<file path="config.mk">
export PLATFORM = sky130hd
export DESIGN_NAME = weighted_random_picker_with_exclusion_core
export DESIGN_NICKNAME = d
export VERILOG_FILES = /design/src/design/wrp_pkg.sv /design/src/design/weighted_random_picker_with_exclusion_core.sv
export SDC_FILE = /design/constraint.sdc
export NUM_CORES = 1
export LEC_CHECK = 0
export BUFFER_PORTS_ARGS = -buffer_cell sky130_fd_sc_hd__buf_4
export CAP_MARGIN = 20
export CORE_UTILIZATION = 62
export CTS_CLUSTER_SIZE = 12
export DETAILED_ROUTE_END_ITERATION = 8
export PLACE_DENSITY_LB_ADDON = 0.05
export SETUP_SLACK_MARGIN = 0.3
export SLEW_MARGIN = 40
export SYNTH_ARGS = -nofsm -noshare
export SYNTH_HDL_FRONTEND = slang
export SYNTH_SLANG_ARGS = --single-unit
</file>
<file path="constraint.sdc">
create_clock -name clk -period 8.5 [get_ports clk]
set_clock_uncertainty 0.15 [all_clocks]
set_input_delay 2.125 -clock clk [delete_from_list [all_inputs] [get_ports clk]]
set_output_delay 2.125 -clock clk [all_outputs]
set_load 0.01 [all_outputs]
</file>
<file path="src/design/wrp_pkg.sv">
// shared types and constants for the weighted random picker
package wrp_pkg;

    // targets that have a weight register
    localparam int MAX_TARGETS = 4;

    typedef logic [1:0] status_t;
    typedef logic [2:0] cfg_index_t;

    // result status codes
    localparam status_t STATUS_OK       = 2'd0;
    localparam status_t STATUS_OVERFLOW = 2'd1;
    localparam status_t STATUS_ZERO     = 2'd2;

    // configuration register indexes
    localparam cfg_index_t REG_CLUSTER_COUNT = 3'd0;
    localparam cfg_index_t REG_WEIGHT_0      = 3'd1;

    // field widths
    localparam int RANDOM_W = 64;
    localparam int WEIGHT_W = 32;

endpackage

</file>
<file path="src/design/weighted_random_picker_with_exclusion_core.sv">
// weighted random target picker with exclusion of used targets
//
//  channel | dir | handshake           | payload
//  --------+-----+---------------------+---------------------------------------------
//  cfg     | in  | cfg_valid/cfg_ready | cfg_index (register), cfg_data (value)
//  s       | in  | s_tvalid/s_tready   | s_tuser = mode, s_tdata = random draw
//  m       | out | m_tvalid/m_tready   | m_tdata = target_index, status
//
//  one word goes from acceptance to the output register in these steps:
//  n summing steps, 64 steps of bit-serial restoring remainder of the random
//  value by the weight sum, k walk steps (1 to n) and one to load the output;
//  a sum error skips the remainder and walk steps; s_tready returns after the output load
//  a new word is taken once the previous result sits in the output register,
//  so a stalled result only holds the block when a second result is ready
//  rst_n clears the state, restores the reset weights and empties the output
//  cfg_ready is always high; the user must write registers only while the block is idle, the block does not enforce it
module weighted_random_picker_with_exclusion_core
    import wrp_pkg::*;
#(
    parameter int CLUSTERS = 4
)(
    input  logic                clk,
    input  logic                rst_n,
    // configuration write channel
    input  logic                cfg_valid,
    output logic                cfg_ready,
    input  logic [2:0]          cfg_index,
    input  logic [31:0]         cfg_data,
    // input words
    input  logic                s_tvalid,
    output logic                s_tready,
    input  logic [63:0]         s_tdata,   // [63:0] random draw
    input  logic [0:0]          s_tuser,   // [0] mode
    // result words
    output logic                m_tvalid,
    input  logic                m_tready,
    output logic [7:0]          m_tdata    // [1:0] target_index, [3:2] status, [7:4] zero
);

    // targets that can ever be in use
    localparam int NUM_W = (CLUSTERS < MAX_TARGETS) ? CLUSTERS : MAX_TARGETS;

    // sequencer states
    localparam logic [2:0] ST_IDLE = 3'd0;
    localparam logic [2:0] ST_SUM  = 3'd1;
    localparam logic [2:0] ST_DIV  = 3'd2;
    localparam logic [2:0] ST_WALK = 3'd3;
    localparam logic [2:0] ST_DONE = 3'd4;

    logic [2:0]            state_reg;
    logic [2:0]            state_next;

    // configuration registers
    logic [2:0]            count_reg;
    logic [WEIGHT_W-1:0]   weight_reg [MAX_TARGETS];

    // block state kept between words
    logic [3:0]            mask_reg;
    logic [1:0]            cur_reg;
    logic [RANDOM_W-1:0]   rand_reg;

    // working registers of one word
    logic [1:0]            idx_reg;
    logic [WEIGHT_W-1:0]   sum_reg;
    logic [WEIGHT_W-1:0]   rem_reg;
    logic [5:0]            bit_cnt_reg;
    logic [1:0]            res_target_reg;
    status_t               res_status_reg;

    // output register
    logic                  m_valid_reg;
    logic [1:0]            out_target_reg;
    status_t               out_status_reg;

    logic [2:0]            n_use;
    logic [3:0]            full_mask;
    logic [3:0]            mask_upd;
    logic                  in_accept;
    logic                  out_load;
    logic                  idx_last;
    logic                  eligible;
    logic [WEIGHT_W-1:0]   w_sel;
    logic [WEIGHT_W:0]     sum_add;
    logic [WEIGHT_W-1:0]   sum_fin;
    logic [WEIGHT_W:0]     rem_shift;
    logic [WEIGHT_W:0]     rem_diff;

    assign cfg_ready = 1'b1;
    assign s_tready  = (state_reg == ST_IDLE);
    assign in_accept = s_tvalid && s_tready;
    assign out_load  = (state_reg == ST_DONE) && (!m_valid_reg || m_tready);

    assign m_tvalid  = m_valid_reg;
    assign m_tdata   = {4'b0000, out_status_reg, out_target_reg};

    // targets in use: zero acts as one, large counts saturate
    always_comb
    begin
        if (count_reg == 3'd0)
        begin
            n_use = 3'd1;
        end
        else if (count_reg > 3'(NUM_W))
        begin
            n_use = 3'(NUM_W);
        end
        else
        begin
            n_use = count_reg;
        end
        for (int i = 0; i < 4; i++)
        begin
            full_mask[i] = (3'(i) < n_use);
        end
    end

    // refresh marks the current target, mask clears once all in use are marked
    always_comb
    begin
        mask_upd = mask_reg | (4'b0001 << cur_reg);
        if ((mask_upd & full_mask) == full_mask)
        begin
            mask_upd = 4'b0000;
        end
    end

    assign idx_last = ({1'b0, idx_reg} == (n_use - 3'd1));
    assign eligible = !mask_reg[idx_reg];
    assign w_sel    = weight_reg[idx_reg];
    assign sum_add  = {1'b0, sum_reg} + {1'b0, w_sel};
    assign sum_fin  = eligible ? sum_add[WEIGHT_W-1:0] : sum_reg;

    // one restoring step: bring in the next random bit, subtract if it fits
    assign rem_shift = {rem_reg, rand_reg[RANDOM_W-1]};
    assign rem_diff  = rem_shift - {1'b0, sum_reg};

    always_comb
    begin
        state_next = state_reg;
        unique case (state_reg)
            ST_IDLE:
            begin
                if (in_accept)
                begin
                    state_next = ST_SUM;
                end
            end
            ST_SUM:
            begin
                if (eligible && sum_add[WEIGHT_W])
                begin
                    state_next = ST_DONE;
                end
                else if (idx_last)
                begin
                    state_next = (sum_fin == '0) ? ST_DONE : ST_DIV;
                end
            end
            ST_DIV:
            begin
                if (bit_cnt_reg == 6'd0)
                begin
                    state_next = ST_WALK;
                end
            end
            ST_WALK:
            begin
                if (eligible && (rem_reg < w_sel))
                begin
                    state_next = ST_DONE;
                end
            end
            ST_DONE:
            begin
                if (out_load)
                begin
                    state_next = ST_IDLE;
                end
            end
            default:
            begin
                state_next = ST_IDLE;
            end
        endcase
    end

    // control, configuration and kept state
    always_ff @(posedge clk or negedge rst_n)
    begin
        if (!rst_n)
        begin
            state_reg   <= ST_IDLE;
            count_reg   <= 3'd1;
            for (int i = 0; i < MAX_TARGETS; i++)
            begin
                weight_reg[i] <= (i == 0) ? WEIGHT_W'(1) : '0;
            end
            mask_reg    <= 4'b0000;
            cur_reg     <= 2'd0;
            rand_reg    <= '0;
            m_valid_reg <= 1'b0;
        end
        else
        begin
            state_reg <= state_next;

            if (cfg_valid && cfg_ready)
            begin
                if (cfg_index == REG_CLUSTER_COUNT)
                begin
                    count_reg <= cfg_data[2:0];
                end
                for (int i = 0; i < NUM_W; i++)
                begin
                    if (cfg_index == (REG_WEIGHT_0 + 3'(i)))
                    begin
                        weight_reg[i] <= cfg_data;
                    end
                end
            end

            if (in_accept)
            begin
                if (s_tuser[0] == 1'b0)
                begin
                    rand_reg <= s_tdata;
                    mask_reg <= 4'b0000;
                end
                else
                begin
                    mask_reg <= mask_upd;
                end
            end
            else if (state_reg == ST_DIV)
            begin
                // rotate, so the value is back in place after 64 steps
                rand_reg <= {rand_reg[RANDOM_W-2:0], rand_reg[RANDOM_W-1]};
            end

            if (out_load)
            begin
                m_valid_reg <= 1'b1;
                if (res_status_reg == STATUS_OK)
                begin
                    cur_reg <= res_target_reg;
                end
            end
            else if (m_tready)
            begin
                m_valid_reg <= 1'b0;
            end
        end
    end

    // datapath of one word
    always_ff @(posedge clk)
    begin
        unique case (state_reg)
            ST_IDLE:
            begin
                idx_reg <= 2'd0;
                sum_reg <= '0;
            end
            ST_SUM:
            begin
                if (eligible && sum_add[WEIGHT_W])
                begin
                    res_status_reg <= STATUS_OVERFLOW;
                end
                else
                begin
                    sum_reg <= sum_fin;
                    if (idx_last)
                    begin
                        res_status_reg <= (sum_fin == '0) ? STATUS_ZERO : STATUS_OK;
                        rem_reg        <= '0;
                        bit_cnt_reg    <= 6'd63;
                    end
                    else
                    begin
                        idx_reg <= idx_reg + 2'd1;
                    end
                end
            end
            ST_DIV:
            begin
                rem_reg     <= rem_diff[WEIGHT_W] ? rem_shift[WEIGHT_W-1:0]
                                                  : rem_diff[WEIGHT_W-1:0];
                bit_cnt_reg <= bit_cnt_reg - 6'd1;
                idx_reg     <= 2'd0;
            end
            ST_WALK:
            begin
                // first eligible target whose interval holds the remainder
                if (eligible)
                begin
                    if (rem_reg < w_sel)
                    begin
                        res_target_reg <= idx_reg;
                    end
                    else
                    begin
                        rem_reg <= rem_reg - w_sel;
                    end
                end
                idx_reg <= idx_reg + 2'd1;
            end
            ST_DONE:
            begin
                if (out_load)
                begin
                    out_status_reg <= res_status_reg;
                    out_target_reg <= (res_status_reg == STATUS_OK) ? res_target_reg
                                                                    : cur_reg;
                end
            end
            default:
            begin
                idx_reg <= 2'd0;
            end
        endcase
    end

    // remainder stays below a nonzero sum through the division
    a_div_rem: assert property (@(posedge clk) disable iff (!rst_n)
        (state_reg == ST_DIV) |-> ((sum_reg != '0) && (rem_reg < sum_reg)))
        else $error("remainder out of range during division");

    // an accepted word starts the weight sum
    a_accept_sum: assert property (@(posedge clk) disable iff (!rst_n)
        (s_tvalid && s_tready) |=> (state_reg == ST_SUM))
        else $error("accepted word did not start summing");

    // a good pick is an eligible target in use
    a_pick_ok: assert property (@(posedge clk) disable iff (!rst_n)
        (out_load && (res_status_reg == STATUS_OK)) |->
        (({1'b0, res_target_reg} < n_use) && !mask_reg[res_target_reg]))
        else $error("picked target not eligible");

    // the used mask always leaves one target in use eligible
    a_mask_open: assert property (@(posedge clk) disable iff (!rst_n)
        (state_reg == ST_SUM) |-> ((mask_reg & full_mask) != full_mask))
        else $error("every target excluded");

endmodule

</file>
Word level (Yosys, flattened, before mapping)
Index checks and enable logic that the tools add are counted.
{"block": "word_totals", "ff_bits": 285, "in_bits": 105, "wordCells": 132}
{"block": "classes", "addsub": 6, "n_lt_le_gt_ge": 8, "eq_ne": 21, "shift": 1, "n_mux": 40, "bitwise_logic": 5, "n_reduce_logical": 33}
{"op": "$mux 32", "n": 9}
{"op": "$mux 64", "n": 3}
{"op": "$pmux 32 s3", "n": 1}
{"op": "$bmux 32 s2", "n": 1}
{"op": "$pmux 32 s2", "n": 1}
{"op": "$add 32x32->33", "n": 1}
{"op": "$sub 33x32->33", "n": 1}
{"op": "$logic_not 32->1", "n": 1}
{"op": "$lt 32x32->1", "n": 1}
{"op": "$sub 32x32->32", "n": 1}
{"op": "$mux 3", "n": 9}
{"op": "$ne 2x2->1 const B", "n": 9}
{"op": "$reduce_and 2->1", "n": 9}
{"op": "$pmux 3 s5", "n": 1}
{"op": "$eq 3x2->1 const B", "n": 4}
{"op": "$mux 6", "n": 2}
{"op": "$pmux 6 s2", "n": 1}
{"op": "$mux 2", "n": 5}
{"op": "$reduce_and 5->1", "n": 2}
{"op": "$reduce_bool 2->1", "n": 5}
{"op": "$logic_not 3->1", "n": 3}
{"op": "$reduce_and 3->1", "n": 3}
{"op": "$mux 4", "n": 2}
{"op": "$eq 3x1->1 const B", "n": 2}
{"op": "27 further kinds", "n": 37}

Logic depth before layout (Yosys ltp)
{"block": "logic_depth", "word_depth": 11, "ltp_mapped": 16}

Worst setup path after synthesis
OpenSTA, ideal clock, no wires.
{"block": "synth_timing", "path_kind": "reg-to-reg", "from": "reg idx_reg[0]", "to": "reg rem_reg[0] (enable)", "setup_time_ns": 0.480, "arrival_ns": 6.521, "setup_slack_ns": 1.349, "path_stages_with_launch": 14, "path_buffers": 2, "synth_period_minus_slack_ns": 7.151, "path_cell_list": "edfxtp_1 buf_4 buf_1 mux4_2 ha_1 fa_1 a211oi_1 o211a_1 o31ai_2 a41oi_4 o22ai_2 o41ai_4 a31oi_1 a311oi_1"}
{"block": "synth_between", "elab_chain_len": 8, "elab_cells_between_ends": 16}
{"item": "from (decl)", "line_no": "weighted_random_picker_with_exclusion_core.sv:63", "source": "logic [1:0] idx_reg;"}
{"item": "from (signal assigned)", "line_no": "weighted_random_picker_with_exclusion_core.sv:281", "source": "idx_reg <= idx_reg + 2'd1;"}
{"item": "from (signal assigned)", "line_no": "weighted_random_picker_with_exclusion_core.sv:306", "source": "idx_reg <= idx_reg + 2'd1;"}
{"item": "$not 2->3 (implied by the code)", "line_no": "weighted_random_picker_with_exclusion_core.sv:129", "source": "assign w_sel = weight_reg[idx_reg];"}
{"item": "$bmux 32 s2", "line_no": "weighted_random_picker_with_exclusion_core.sv:129"}
{"item": "$mux 32 (implied by the code) (2 in series)", "line_no": "weighted_random_picker_with_exclusion_core.sv:129"}
{"item": "$add 32x32->33", "line_no": "weighted_random_picker_with_exclusion_core.sv:130", "source": "assign sum_add = {1'b0, sum_reg} + {1'b0, w_sel};"}
{"item": "$logic_and 1x1->1", "line_no": "weighted_random_picker_with_exclusion_core.sv:266", "source": "if (eligible && sum_add[WEIGHT_W])"}
{"item": "$ne 2x2->1 (no line)"}
{"item": "$reduce_and 5->1 (no line) (*)"}
{"item": "to (signal assigned)", "line_no": "weighted_random_picker_with_exclusion_core.sv:287", "source": "rem_reg <= rem_diff[WEIGHT_W] ? rem_shift[WEIGHT_W-1:0]"}
{"item": "to (signal assigned)", "line_no": "weighted_random_picker_with_exclusion_core.sv:303", "source": "rem_reg <= rem_reg - w_sel;"}
{"item": "to (decl)", "line_no": "weighted_random_picker_with_exclusion_core.sv:65", "source": "logic [WEIGHT_W-1:0] rem_reg;"}
Every way passes the cells marked *; elsewhere a longest branch is shown, timed or not. The select of a mux whose other input is x is not followed.
A chain may end at the register's enable or synchronous reset.

Worst setup path after layout
{"block": "layout_timing", "from": "reg idx_reg[0]", "to": "reg rem_reg[3] (enable)"}
Same word-level chain as after synthesis.

==> impl_results.md <==
* Final HPWL DP at about 32,000 um
* Post-route ant nets at 0
* I/O pin cnt at 116
* DRC at 0
* Fill cells at 2,182
* RSZ-0062 raised after global routing: false
* Register area share after synthesis at a little over 40%
* H-tree lvl count at 1
* EDFF count, synth at 80
* IO Port Bufs at 110
* Core footprint at 29,000 um^2
* Crit path DAT at 5.70 ns
* Area of the multi-input gates at 10,300 um^2
* Clock Tree Buf Depth at 3
* Tmin final at 5.64 ns
* Synthesis Warnings at 0
* Leading cell type in the layout, fill and taps excluded: dfrtp_1
* Syn avg cell area at 10.2 um^2
* TritonRoute pass-1 iters at 7
* Initial antenna violation count at 0
* Status: complete, no violations
* Num CTS Buffers at 30
* P&R area growth vs syn at 11.5%
* Static Leak at 8.71 nW
* PD cells at 446 nW/um^2
* Post-route cell area at just over 20,000 um^2
* Final Util at a little under three quarters
* Hold_ws at around 0.32 ns
* Number of DRC markers in iteration 0 at about 1,300
* Hold buffer count at CTS at 0
* Register area at 7530 um^2
* Yosys cell types at 81
* Setup slack, reg-to-reg at 2.86 ns
* Root Driver: clkbuf_16
* Fraction of layout cells with a size suffix above 1 at 19.5%
* #FFs+latches synth at 285
* Mapped Cells at roughly 1,800
* Final setup vio count at 0
* Min-Delay Path Class: reg -> reg
* Starting Density at 63.7%
* Clock-pin slew on the worst setup and hold paths at about 0.06 ns
* Period utilization at between 60 and 70%
* GPL Wtd Cong at 0.946
* Most frequent cells in the layout: dfrtp_1, nor2_1, a21oi_1
* Final hold violations at 0
* Die area at 30,500 um^2
* Largest net degree at the start of global routing at 120
* Fin nets at around 2,100
* Routed WL at 44,200 um
* Combinational share of power at 61.7%
* Sw Share at 45.3%
* Max-cap viol count at 0
* Synth area leader: dfrtp_1
* Peak VDD IR at between 200 and 300 uV
* Least-Margin Pin Slew at 0.780 ns
* Max_slew headroom at 48.0%
* Net Sw Power at 4.16 mW
* CTS tree: done
* Synth area leaders: dfrtp_1, edfxtp_1, mux2_2
* Die X at 175 um
* Main flop type after synthesis: dfrtp_1
* Mapped cell area at 18,500 um^2
* Share of the synthesized area in the top cell type at 27.5%
* Seq pwr share at 24.5%
* Critical path peak fanout at 38
* Cell-internal power at between 5 and 6 mW
* Total gr overflow at 0
* CTS sink cnt at about 290
* Via count at 14,200
* First-pass GRT wire length at 72,100 um
* Required time worst endpoint at 8.56 ns
* Total Power at 9.19 mW
* Clk pwr share at between 10 and 15%
* WS Path Type: reg -> reg
* CP Capture Type: flop
* Setup Buffers After CTS at 0
* Row cnt at 62
* Gr usage total at slightly below 30%
* Peak Freq at 177 MHz
* Diode count at 0
* Drt wl/cell at ~19 um
* Crit start category: flop
* Via/cell ratio at 6.22
* Post-CTS Resized at 0
* Die Y at 175 um
* Clock Latency Late Sink at approximately 0.57 ns
* Largest register FFs at 128
* Async set-or-reset flop fraction in the synthesized netlist at 71.9%
* Vias in the first global route at 13,800
* Setup TNS at 0 ns
* Final slew viol count at 0
* DP Area at 19,600 um^2
-- per-stage QoR --
stage	setup WS [ns]	instances
after global placement	2.95	2225
after global routing	2.51	2280
after detailed placement	2.86	2225
after CTS	2.85	2279
after floorplan	1.35	1806
final	2.86	2280
-- cell families (layout without fill, tap and decap cells) --
group / after synthesis / in the layout / synth area share (%)
AOI/OAI and AO/OA: 431 / 431 / 15.0
xor gates and xnor gates: 78 / 78 / 3.70
adders and majority gates: 103 / 103 / 7.10
buffers and inverters: 187 / 277 / 4.04
DFF: 285 / 285 / 40.8
muxes: 268 / 268 / 17.8
other: 2 / 5 / 0.0407
and+or+nand+nor: 449 / 449 / 11.6
-- worst paths after layout --
path | cells after the start | endpoint | from
max | 13 | rem_reg[3] | idx_reg[0]
min | 0 | out_status_reg[0] | res_status_reg[0]
max reg2reg | 13 | rem_reg[3] | idx_reg[0]
min reg2reg | 0 | out_status_reg[0] | res_status_reg[0]
max in group asynchronous | 2 | rand_reg[32] | rst_n
min in group asynchronous | 1 | weight_reg[68] | rst_n
-- cell type report --
type	instances	share of cell area (%)
multi-input combinational	1334	49.9
sequential	285	36.6
timing repair buffer	129	4.88
clock buffer	48	4.41
tap	384	2.33
inverter	94	1.71
clock inverter	6	0.200
-- critical path: stages, from the launching register on --
cell	delay [ns]
edfxtp_1	0.33
buf_4	0.58
mux4_2	0.63
ha_1	0.23
fa_1	0.41
a211oi_1	0.47
o211a_1	0.27
o31ai_2	0.16
a41oi_4	0.43
o22ai_2	0.20
o41ai_4	0.46
a31oi_1	0.20
a311oi_4	0.28
buf_4	0.42
-- per-layer routing --
layer	global-route usage, %	up-vias	wire length [um]
met1	43.6	6912	20400
met4	5.33	0	733
met2	45.1	434	19700
met3	5.85	60	3400
met5	0	-	0
li1	-	6777	-
-- power groups by stage --
stage                     logic [mW]  registers (mW)  clock network (mW)
after floorplan                 4.41            2.14                   0
after global placement          5.44            2.24                   0
after detailed placement        5.53            2.26                   0
after CTS                       5.57            2.24                1.28
after global routing            6.23            2.30                1.33
final                           5.67            2.25                1.26
-- synthesized netlist by cell type (all sizes together), types with 35 or more instances --
cell type  count
o22ai         35
xor2          36
dfrtp        203
a21o          37
inv           94
edfxtp        80
o21ai         67
mux2i         97
nor2         167
xnor2         42
ha           100
nand2         93
a21oi        160
mux2         137
clkbuf        66
(Power assumes the default switching activity.)
